--- config.mk ---
export PLATFORM = sky130hd
export DESIGN_NAME = csv_field_tokenizer
export DESIGN_NICKNAME = d
export VERILOG_FILES = /design/src/rtl/csvt_pkg.sv /design/src/rtl/csvt_front.sv /design/src/rtl/csvt_queue.sv /design/src/rtl/csvt_back.sv /design/src/rtl/csv_field_tokenizer.sv
export VERILOG_INCLUDE_DIRS = /design/src /design/src/rtl
export SDC_FILE = /design/constraint.sdc
export NUM_CORES = 1
export LEC_CHECK = 0
export BUFFER_PORTS_ARGS = -buffer_cell sky130_fd_sc_hd__clkbuf_2
export CAP_MARGIN = 0
export CORE_UTILIZATION = 45
export DETAILED_ROUTE_END_ITERATION = 10
export PLACE_DENSITY = 0.74
export REMOVE_ABC_BUFFERS = 1
export SYNTH_ARGS = -nofsm -noshare
export SYNTH_HDL_FRONTEND = slang
export SYNTH_SLANG_ARGS = --single-unit
--- constraint.sdc ---
create_clock -name i_clk -period 3.65 [get_ports i_clk]
set_input_delay 0.365 -clock i_clk [delete_from_list [all_inputs] [get_ports i_clk]]
set_output_delay 0.365 -clock i_clk [all_outputs]
set_load 0.05 [all_outputs]
--- src/rtl/csv_field_tokenizer_defines.svh ---
// Assertion macros shared by the tokenizer RTL.
// Expects a clock i_clk and an active-low reset i_rst_n in the using module.
`ifndef CSV_FIELD_TOKENIZER_DEFINES_SVH
`define CSV_FIELD_TOKENIZER_DEFINES_SVH

// same-cycle implication
`define CSVT_ASSERT_IMP(label, ante, cons) \
    label: assert property (@(posedge i_clk) disable iff (!i_rst_n) (ante) |-> (cons)) \
        else $error("csvt assertion failed");

// next-cycle implication
`define CSVT_ASSERT_NXT(label, ante, cons) \
    label: assert property (@(posedge i_clk) disable iff (!i_rst_n) (ante) |=> (cons)) \
        else $error("csvt assertion failed");

`endif

--- src/rtl/csvt_pkg.sv ---
// Shared types and codes for the CSV field tokenizer.
// No dependencies.
`default_nettype none
package csvt_pkg;

    // scanner states
    localparam logic [1:0] SC_AFTER  = 2'd0;
    localparam logic [1:0] SC_FIELD  = 2'd1;
    localparam logic [1:0] SC_QUOTED = 2'd2;
    localparam logic [1:0] SC_QSEEN  = 2'd3;

    // token codes passed from front to back
    localparam logic [2:0] TK_BYTE       = 3'd0;
    localparam logic [2:0] TK_FIELD      = 3'd1;
    localparam logic [2:0] TK_LINE       = 3'd2;
    localparam logic [2:0] TK_FIELD_LINE = 3'd3;
    localparam logic [2:0] TK_STATUS     = 3'd4;

    // status values
    localparam logic [2:0] STS_OK         = 3'd0;
    localparam logic [2:0] STS_QUOTE_SEP  = 3'd1;
    localparam logic [2:0] STS_CHAR_SEP   = 3'd2;
    localparam logic [2:0] STS_UNTERM     = 3'd3;
    localparam logic [2:0] STS_NO_LINE    = 3'd4;

    // characters
    localparam logic [7:0] CH_QUOTE = 8'h22;
    localparam logic [7:0] CH_CR    = 8'h0D;
    localparam logic [7:0] CH_LF    = 8'h0A;
    localparam logic [7:0] CH_SPACE = 8'h20;
    localparam logic [7:0] CH_COMMA = 8'h2C;

    localparam logic [7:0] SEP_RESET = CH_COMMA;

    // data holds the byte for TK_BYTE and the status for TK_STATUS
    typedef struct packed {
        logic [2:0] code;
        logic [7:0] data;
    } t_token;

endpackage
`default_nettype wire

--- src/rtl/csvt_front.sv ---
// Front end: separator register, scanner state and per-byte classification.
// Uses csvt_pkg; emits at most one token per accepted item into the token queue.
`default_nettype none
module csvt_front (
    input  wire logic            i_clk,
    input  wire logic            i_rst_n,
    input  wire logic            i_cfg_valid,
    input  wire logic [7:0]      i_cfg_data,
    input  wire logic            i_accept,
    input  wire logic            i_kind,
    input  wire logic [7:0]      i_in_byte,
    output csvt_pkg::t_token     o_token,
    output logic                 o_emit
);
    import csvt_pkg::*;
`include "csv_field_tokenizer_defines.svh"

    logic [7:0] r_sep;
    logic [1:0] r_state, n_state;
    logic       r_has, n_has;
    t_token     tok;
    logic       emit;

    always_ff @(posedge i_clk) begin
        if (!i_rst_n) begin
            r_sep <= SEP_RESET;
        end else if (i_cfg_valid) begin
            r_sep <= i_cfg_data;
        end
    end

    always_comb begin
        n_state   = r_state;
        n_has     = r_has;
        emit      = 1'b0;
        tok.code  = TK_BYTE;
        tok.data  = i_in_byte;
        if (i_kind) begin
            emit = 1'b1;
            if (!r_has) begin
                tok.code = TK_STATUS;
                tok.data = {5'd0, STS_NO_LINE};
            end else if (r_state == SC_AFTER) begin
                tok.code = TK_LINE;
            end else if (r_state == SC_QUOTED) begin
                tok.code = TK_STATUS;
                tok.data = {5'd0, STS_UNTERM};
            end else begin
                tok.code = TK_FIELD_LINE;
            end
        end else if (i_in_byte == CH_CR) begin
            unique case (r_state)
                SC_QUOTED: emit = 1'b1;
                SC_QSEEN: begin
                    emit     = 1'b1;
                    tok.code = TK_FIELD;
                    n_state  = SC_AFTER;
                end
                default: emit = 1'b0;
            endcase
        end else if (i_in_byte == CH_LF) begin
            emit = 1'b1;
            unique case (r_state)
                SC_AFTER:  tok.code = TK_LINE;
                SC_FIELD:  tok.code = r_has ? TK_FIELD_LINE : TK_LINE;
                SC_QUOTED: n_has = 1'b1;
                default:   tok.code = TK_FIELD_LINE;
            endcase
        end else begin
            n_has = 1'b1;
            if (i_in_byte == CH_QUOTE) begin
                unique case (r_state)
                    SC_AFTER: begin
                        emit     = 1'b1;
                        tok.code = TK_STATUS;
                        tok.data = {5'd0, STS_QUOTE_SEP};
                    end
                    SC_FIELD:  n_state = SC_QUOTED;
                    SC_QUOTED: n_state = SC_QSEEN;
                    default: begin
                        // doubled quote gives one quote
                        emit    = 1'b1;
                        n_state = SC_QUOTED;
                    end
                endcase
            end else if (i_in_byte == r_sep && !(i_in_byte == CH_SPACE && r_state == SC_QSEEN)) begin
                // separator handling, space separator included
                unique case (r_state)
                    SC_AFTER: n_state = SC_FIELD;
                    SC_FIELD: begin
                        emit     = 1'b1;
                        tok.code = TK_FIELD;
                    end
                    SC_QUOTED: emit = 1'b1;
                    default: begin
                        emit     = 1'b1;
                        tok.code = TK_FIELD;
                        n_state  = SC_FIELD;
                    end
                endcase
            end else if (i_in_byte == CH_SPACE) begin
                emit = 1'b1;
                if (r_state == SC_QSEEN) begin
                    tok.code = TK_FIELD;
                    n_state  = (r_sep == CH_SPACE) ? SC_FIELD : SC_AFTER;
                end
            end else begin
                emit = 1'b1;
                unique case (r_state)
                    SC_AFTER: begin
                        tok.code = TK_STATUS;
                        tok.data = {5'd0, STS_CHAR_SEP};
                    end
                    SC_FIELD, SC_QUOTED: tok.code = TK_BYTE;
                    default: begin
                        // byte after closing quote is dropped
                        tok.code = TK_FIELD;
                        n_state  = SC_AFTER;
                    end
                endcase
            end
        end
        // line end or error restarts the line
        if (emit && (tok.code == TK_LINE || tok.code == TK_FIELD_LINE ||
                     tok.code == TK_STATUS)) begin
            n_state = SC_FIELD;
            n_has   = 1'b0;
        end
    end

    always_ff @(posedge i_clk) begin
        if (!i_rst_n) begin
            r_state <= SC_FIELD;
            r_has   <= 1'b0;
        end else if (i_accept) begin
            r_state <= n_state;
            r_has   <= n_has;
        end
    end

    assign o_token = tok;
    assign o_emit  = emit;

    `CSVT_ASSERT_NXT(a_line_restart, i_accept && emit && (tok.code == TK_LINE || tok.code == TK_STATUS), r_state == SC_FIELD && !r_has)
    `CSVT_ASSERT_NXT(a_hold_idle, !i_accept, $stable(r_state) && $stable(r_has))
    `CSVT_ASSERT_IMP(a_status_range, emit && tok.code == TK_STATUS, tok.data[2:0] != STS_OK && tok.data[7:3] == 5'd0)

endmodule
`default_nettype wire

--- src/rtl/csvt_queue.sv ---
// Token queue between front and back ends.
// Uses csvt_pkg for the token type.
`default_nettype none
module csvt_queue #(
    parameter int QDEPTH = 4
) (
    input  wire logic        i_clk,
    input  wire logic        i_rst_n,
    input  wire logic        i_wr,
    input  csvt_pkg::t_token i_token,
    output logic             o_full,
    input  wire logic        i_rd,
    output logic             o_empty,
    output csvt_pkg::t_token o_token
);
    import csvt_pkg::*;
`include "csv_field_tokenizer_defines.svh"

    localparam int PW = (QDEPTH > 1) ? $clog2(QDEPTH) : 1;
    localparam int CW = $clog2(QDEPTH + 1);
    localparam logic [PW-1:0] PTR_LAST = PW'(QDEPTH - 1);
    localparam logic [CW-1:0] CNT_FULL = CW'(QDEPTH);

    t_token        r_mem [QDEPTH];
    logic [PW-1:0] r_wp, r_rp;
    logic [CW-1:0] r_count;
    logic          wr_en, rd_en;

    assign o_full  = (r_count == CNT_FULL);
    assign o_empty = (r_count == '0);
    assign wr_en   = i_wr && !o_full;
    assign rd_en   = i_rd && !o_empty;
    assign o_token = r_mem[r_rp];

    always_ff @(posedge i_clk) begin
        if (wr_en) begin
            r_mem[r_wp] <= i_token;
        end
    end

    always_ff @(posedge i_clk) begin
        if (!i_rst_n) begin
            r_wp    <= '0;
            r_rp    <= '0;
            r_count <= '0;
        end else begin
            if (wr_en) r_wp <= (r_wp == PTR_LAST) ? '0 : r_wp + 1'b1;
            if (rd_en) r_rp <= (r_rp == PTR_LAST) ? '0 : r_rp + 1'b1;
            if (wr_en && !rd_en) r_count <= r_count + 1'b1;
            else if (rd_en && !wr_en) r_count <= r_count - 1'b1;
        end
    end

    `CSVT_ASSERT_IMP(a_no_overflow, o_full, !wr_en)
    `CSVT_ASSERT_NXT(a_count_up, wr_en && !rd_en, r_count == $past(r_count) + CW'(1))
    `CSVT_ASSERT_IMP(a_ptr_match, o_empty || o_full, r_wp == r_rp)

endmodule
`default_nettype wire

--- src/rtl/csvt_back.sv ---
// Back end: output register that decodes tokens into result fields.
// Uses csvt_pkg; reads the token queue and presents results with empty/pop.
`default_nettype none
module csvt_back (
    input  wire logic        i_clk,
    input  wire logic        i_rst_n,
    input  wire logic        i_q_empty,
    input  csvt_pkg::t_token i_token,
    output logic             o_q_rd,
    input  wire logic        i_pop,
    output logic             o_empty,
    output logic             o_byte_valid,
    output logic [7:0]       o_out_byte,
    output logic             o_field_end,
    output logic             o_line_end,
    output logic [2:0]       o_status
);
    import csvt_pkg::*;

    logic       r_valid;
    logic       r_bv, r_fe, r_le;
    logic [7:0] r_byte;
    logic [2:0] r_sts;
    logic       load;

    assign load   = !i_q_empty && (!r_valid || i_pop);
    assign o_q_rd = load;

    always_ff @(posedge i_clk) begin
        if (!i_rst_n) begin
            r_valid <= 1'b0;
        end else if (load) begin
            r_valid <= 1'b1;
        end else if (i_pop) begin
            r_valid <= 1'b0;
        end
    end

    always_ff @(posedge i_clk) begin
        if (load) begin
            r_bv   <= (i_token.code == TK_BYTE);
            r_byte <= (i_token.code == TK_BYTE) ? i_token.data : 8'd0;
            r_fe   <= (i_token.code == TK_FIELD) || (i_token.code == TK_FIELD_LINE);
            r_le   <= (i_token.code == TK_LINE) || (i_token.code == TK_FIELD_LINE);
            r_sts  <= (i_token.code == TK_STATUS) ? i_token.data[2:0] : STS_OK;
        end
    end

    assign o_empty      = !r_valid;
    assign o_byte_valid = r_bv;
    assign o_out_byte   = r_byte;
    assign o_field_end  = r_fe;
    assign o_line_end   = r_le;
    assign o_status     = r_sts;

endmodule
`default_nettype wire

--- src/rtl/csv_field_tokenizer.sv ---
// Top level of the CSV field tokenizer.
// Instantiates csvt_front, csvt_queue and csvt_back; uses csvt_pkg.
`default_nettype none
// One byte or end-of-input marker is taken per cycle while full is low; each
// causes at most one result. A result passes through the token queue and then
// into the output register when that register is free. The front end updates the
// scanner in the same cycle the item arrives, so items can be pushed every
// cycle; full rises only when the QDEPTH-entry token queue and the output
// register are both occupied because results are not being popped. The
// separator write port is always ready and must only be written while the
// block is idle.
module csv_field_tokenizer #(
    parameter int QDEPTH = 4
) (
    input  wire logic       i_clk,
    input  wire logic       i_rst_n,
    input  wire logic       i_cfg_valid,
    output logic            o_cfg_ready,
    input  wire logic [7:0] i_cfg_data,
    input  wire logic       push,
    output logic            full,
    input  wire logic       i_kind,
    input  wire logic [7:0] i_in_byte,
    output logic            empty,
    input  wire logic       pop,
    output logic            o_byte_valid,
    output logic [7:0]      o_out_byte,
    output logic            o_field_end,
    output logic            o_line_end,
    output logic [2:0]      o_status
);
    import csvt_pkg::*;

    t_token tok_in, tok_out;
    logic   emit, accept, q_full, q_empty, q_rd;

    assign o_cfg_ready = 1'b1;
    assign full        = q_full;
    assign accept      = push && !q_full;

    csvt_front u_front (
        .i_clk       (i_clk),
        .i_rst_n     (i_rst_n),
        .i_cfg_valid (i_cfg_valid),
        .i_cfg_data  (i_cfg_data),
        .i_accept    (accept),
        .i_kind      (i_kind),
        .i_in_byte   (i_in_byte),
        .o_token     (tok_in),
        .o_emit      (emit)
    );

    csvt_queue #(
        .QDEPTH (QDEPTH)
    ) u_queue (
        .i_clk   (i_clk),
        .i_rst_n (i_rst_n),
        .i_wr    (accept && emit),
        .i_token (tok_in),
        .o_full  (q_full),
        .i_rd    (q_rd),
        .o_empty (q_empty),
        .o_token (tok_out)
    );

    csvt_back u_back (
        .i_clk        (i_clk),
        .i_rst_n      (i_rst_n),
        .i_q_empty    (q_empty),
        .i_token      (tok_out),
        .o_q_rd       (q_rd),
        .i_pop        (pop),
        .o_empty      (empty),
        .o_byte_valid (o_byte_valid),
        .o_out_byte   (o_out_byte),
        .o_field_end  (o_field_end),
        .o_line_end   (o_line_end),
        .o_status     (o_status)
    );

endmodule
`default_nettype wire

==> reports/results.ini, run 1 <==
[place]
hpwl_um=5050
pre_cts_ws_ps=150
gp_congestion=0.875
port_buffers=37
dp_cells=428

[power]
power_density_mw_per_mm2=693
vdd_drop_max_uv=252
leakage_nw=1.64

[timing]
min_period_ps=3150
slew-limit-headroom_pct=52.2
finalSetupTns_ps=0
finalCritPeriodShare_pct=86.2
rsz0062_at_grt=no
tightest_slew_ps=716
clock_skew_ps=4.50
hold_viol=0
setup_violations=0
finalMaxSlewViolations=0
fmax_mhz=318
fin_ws_ps=502

[worst_setup_path]
critical_path_arrival_ps=3420
cpPeakStageDelay_ps=690
crit_top_cell=inv_1
cp_cell_sequence=inv_1, ha_1, inv_1, or4_2, o221a_4, and2_4, ha_1, inv_1, fa_1, xor2_1, or3_1, a21oi_1
cp-start-kind=flip-flop
critPathSlowestCell=or4_2
critPathCaptureType=flip-flop
critPathKind=flip-flop to flip-flop
crit_fanout=8
worstPathRequired_ps=3920

[clock_tree]
cts_buffers=9
ctsRootBufferMaster=clkbuf_8
clock_latency_ps=350
cts_hold_buf=0
cts-resized-gates=0
cts.sinks=79
post_cts_buffers=0
cts_tree=done
clock_path_buffers=2
cts-htree-levels=3
path_clk_slew_ps=80

[die]
die_h_um=94.0
die_w_um=94.0
rows=33
ios=39
core_mm2=0.00822
fp.dieArea_mm2=0.00883
initial_core_util_pct=46.3

[synth]
synth.distinct_cells=58
synth_cells=294
synth_edf_count=58
synth_area_leaders=edfxtp_1, dfxtp_1, mux4_2
synth-async-reset-ratio_pct=0
netlist.area_leader.share_pct=45.7
ys.flop_type=edfxtp_1
synth-seq-cells=79
avgSynthCellArea_um2=13.0
synth.most_common_cell=edfxtp_1
synth_common_cells=edfxtp_1, dfxtp_1, nor2_1
syn_area_mm2=0.00381
seq_area_frac_synth_pct=56.8
synth.largest_area_cell=edfxtp_1
ys_warn_count=0

[final_layout]
fin_cells=444
fin_nets=369
nFillCells=714
drive_gt1_share_pct=23.9
n_antenna_cell=0
areaGrowthSynthToFinish_pct=13.3

[route]
wire_per_inst_um=15.5
via_count=2423
wl_um=6870
dr.pass1.iters=4
drt_iter0_markers=59
vias_per_cell=5.46
drc=0
ant_nets=0

[flow_run]
max_cap_viol_count=0

[worst_hold_path]
min_path_type=input port to flip-flop

[global_routing]
grt_max_degree=18
grt.overflow.total=0
grt_pass1_wl_um=11400
grt_pass1_vias=2338
grtUsageTotal_pct=17.6
antenna_found_initial=0

[status]
outcome=completed

==> metal layers <==
layer	GRT usage, %	wire (um)	part of all wire (%)
met2	29.1	3350	49
met3	3.80	290	4.2
met5	0	0	0
met1	21.5	3050	44
met4	9.23	184	2.7
==> state kept, by name, indices dropped and copies added, names as in the netlist, named ones only <==
signal and count:
u_back.o_byte_valid 1, u_back.o_field_end 1, u_back.o_line_end 1, u_back.o_out_byte 8, u_back.o_status 3, u_back.r_valid 1
u_front.r_has 1, u_front.r_sep 8, u_front.r_state 2, u_queue.r_count 3, u_queue.r_mem 44, u_queue.r_rp 2
u_queue.r_wp 2
==> through the flow <==
step                      util, %  instance area, um^2  power, W  hold WS (ps)
after floorplan                 -                 3720   0.00203           427
after global placement       49.5                 4070   0.00222           460
after detailed placement     49.5                 4070   0.00225           464
after CTS                    52.5                 4310   0.00303           186
after global routing         52.5                 4310   0.00316           204
final                        52.5                 4310   0.00299           203
==> worst paths after layout <==
path                 startpoint            endpoint  slack [ps]  cells past startpoint
max          u_front.r_state[1]  u_queue.r_count[2]         500                     12
min                     i_rst_n    u_front.r_sep[3]         200                      2
max reg2reg  u_front.r_state[1]  u_queue.r_count[2]         500                     12
min reg2reg      u_back.r_valid      u_back.r_valid         480                      2
==> report_power, final <==
group / internal, W / total, W / leakage, nW / switching, W
sequential: 0.00118 / 0.00129 / 0.724 / 0.000108
combinational: 0.000322 / 0.000921 / 0.799 / 0.000599
clock: 0.000456 / 0.000779 / 0.120 / 0.000324
==> worst max-delay path, delay by kind of cell, from the launching register on <==
kind | cells | cell delay, ps
fa+ha+maj | 3 | 710
buf+inv | 3 | 360
flops | 1 | 370
xor+xnor | 1 | 70
compound gates | 2 | 400
simple gates | 3 | 1170
==> area by class of cell <==
type	instances	area, um^2	share of cell area [%]
flip-flops and latches	79	2160	50.1
clock inverters	7	121	2.81
repair buffers	41	215	4.99
inverters	13	48.8	1.13
well taps	105	131	3.05
multi-input cells	190	1510	35.0
clock buffers	9	124	2.87
==> cell families (layout without fill, tap and decap cells) <==
family	after synthesis	count (layout)	synth area share [%]
AOI/OAI and AO/OA	56	56	10.3
xor gates and xnor gates	10	10	2.30
adders and majority gates	13	13	4.47
buffers and inverters	25	70	3.52
DFF	79	79	56.8
muxes	23	23	9.66
other	1	1	0.0985
and+or+nand+nor	87	87	12.9
==> placed cells by master (no fill, tap or decap), types with 2 or more instances in the layout <==
cell type  count
buf_4          4
o21bai_1       2
a21o_1         2
clkbuf_8       9
nor4_1         4
or3_1          7
o211ai_1       4
nand2b_1       3
and3_1         4
a211oi_1       5
nand3b_1       2
edfxtp_1      58
o32a_1         2
nor2_1        19
and2_1         4
dfxtp_1       21
xor2_1        10
mux4_2        11
and3_2         4
o31ai_1        2
nor3_1         6
clkinv_4       3
o21ai_0       13
nand2_1       10
inv_1         12
bufinv_16      3
nand3_1        3
clkbuf_2      37
a21oi_1       13
nor2b_1       12
mux2i_1       12
ha_1          12
Note: power is estimated with default switching activity, not from simulation.
==> run 2, diff against run 1 <==
- ABC_AREA: unset -> 1
==> run 2 against run 1 <==
Compared with the run above:
- utilization increased by 0.69 points
- combinational power rose by 27%
- synthesized cell count increased by 40%
- sequential share of layout area fell by 0.90 points
- sequential power is essentially flat
- via count increased by 17%
- global-route usage grew 0.41 points
- wire length rose by 5.0%
- cell area up 1.8%
- critical path type unchanged
- critical endpoint unchanged
==> reports/results.ini, run 2 <==
[timing]
finalCritPeriodShare_pct=75.0
min_period_ps=2740
fin_ws_ps=911
fmax_mhz=365
rsz0062_at_grt=no
hold_viol=0
finalMaxSlewViolations=0
setup_violations=0
finalSetupTns_ps=0
tightest_slew_ps=599
slew-limit-headroom_pct=60.0
clock_skew_ps=15.9

[clock_tree]
cts_tree=done
cts_buffers=9
cts_hold_buf=0
cts.sinks=79
clock_latency_ps=360
post_cts_buffers=0
path_clk_slew_ps=90
ctsRootBufferMaster=clkbuf_8
cts-htree-levels=3
clock_path_buffers=2
cts-resized-gates=0

[global_routing]
grt.overflow.total=0
grt_pass1_wl_um=12000
grtUsageTotal_pct=18.0
grt_max_degree=24
antenna_found_initial=0
grt_pass1_vias=2680

[die]
fp.dieArea_mm2=0.00895
die_h_um=94.6
die_w_um=94.6
initial_core_util_pct=46.7
ios=39
core_mm2=0.00826
rows=33

[place]
pre_cts_ws_ps=804
hpwl_um=5290
gp_congestion=0.892
port_buffers=37

[worst_setup_path]
reg2reg_depth=17
critPathKind=flip-flop to flip-flop
cp-start-kind=flip-flop
crit_fanout=9
critPathCaptureType=flip-flop
critical_path_arrival_ps=3020
worstPathRequired_ps=3930

[flow_run]
max_cap_viol_count=0

[synth]
syn_area_mm2=0.00386
synth_common_cells=nand2_1, edfxtp_1, nor2_1
netlist.area_leader.share_pct=45.2
synth.largest_area_cell=edfxtp_1
synth-async-reset-ratio_pct=0
avgSynthCellArea_um2=9.36
seq_area_frac_synth_pct=56.0
synth.distinct_cells=38
synth_edf_count=58
synth_area_leaders=edfxtp_1, dfxtp_1, nand2_1
synth_cells=412
ys.flop_type=edfxtp_1
synth-seq-cells=79
synth.most_common_cell=nand2_1
ys_warn_count=0

[route]
dr.pass1.iters=4
drt_iter0_markers=108
vias_per_cell=5.00
wl_um=7220
via_count=2828
wire_per_inst_um=12.8
drc=0
ant_nets=0

[worst_hold_path]
min_path_type=input port to flip-flop
worstHoldPathCells=3

[power]
power_density_mw_per_mm2=713
leakage_nw=1.90
vdd_drop_max_uv=303

[final_layout]
areaGrowthSynthToFinish_pct=13.9
n_antenna_cell=0
final_cell_mix=nand2_1, edfxtp_1, nor2_1
final_common_cell=nand2_1
largest_register=u_queue.r_mem
drive_gt1_share_pct=20.4
largest_reg_flops=44
fin_nets=491
nFillCells=760

[status]
outcome=completed

run 2: report_power, final:
part           switching (W)  total, W  internal [W]
clock network       0.000347  0.000675      0.000328
logic               0.000859   0.00117      0.000314
registers          0.0000678   0.00128       0.00121
total                0.00127   0.00313       0.00186
run 2: final timing paths:
check                      from                 end  slack [ps]
max          u_front.r_state[0]  u_queue.r_count[2]         910
min               i_cfg_data[2]    u_front.r_sep[2]         210
max reg2reg  u_front.r_state[0]  u_queue.r_count[2]         910
min reg2reg    u_front.r_sep[4]    u_front.r_sep[4]         480
run 2: critical path, stage by stage, from the launching register on:
cell,delay (ps)
dfxtp_1,420
ha_1,300
nand3_1,140
nand3_2,130
nor2_2,60
inv_1,80
nor2_1,50
o22ai_2,170
nand2_2,170
inv_1,90
ha_1,130
inv_1,70
fa_1,440
nor2_1,110
nor2_1,40
nand2_1,70
o21ai_0,70
a21oi_1,130
run 2: logic make-up (layout without fill, tap and decap cells):
| kind of cell | after synthesis | count (layout) | share of synthesized area, % |
|---|---|---|---|
| AO/OA/AOI/OAI | 82 | 82 | 12.6 |
| XOR/XNOR | 3 | 3 | 0.681 |
| adder cells (fa/ha/maj) | 13 | 13 | 4.41 |
| buffers and inverters | 65 | 114 | 6.55 |
| flip-flops | 79 | 79 | 56.0 |
| other | 1 | 1 | 0.0972 |
| AND/OR/NAND/NOR | 169 | 169 | 19.6 |
run 2: routing by layer:
layer	track usage, %	part of all wire, %	up-vias
li1	-	-	1465
met1	21.2	44	1282
met2	30.9	49	66
met3	4.91	4.3	15
met4	7.32	2.2	0
met5	0	0	-
run 2: cell type report:
cell class | instances | area, um^2 | share of cell area, %
flip-flops and latches | 79 | 2160 | 49.2
clock buffers | 9 | 124 | 2.82
clock inverters | 7 | 87.6 | 1.99
well taps | 105 | 131 | 2.99
inverters | 55 | 209 | 4.76
multi-input cells | 268 | 1450 | 33.0
repair buffers | 43 | 230 | 5.24
run 2: stage by stage:
step,std cells,util [%],hold slack [ps],power (W),instance area (um^2)
after floorplan,402,-,443,0.00219,3810
after global placement,550,50.6,460,0.00245,4180
after detailed placement,550,50.6,465,0.00249,4180
after CTS,566,53.2,201,0.00316,4390
after global routing,566,53.2,210,0.00334,4390
final,566,53.2,211,0.00313,4390
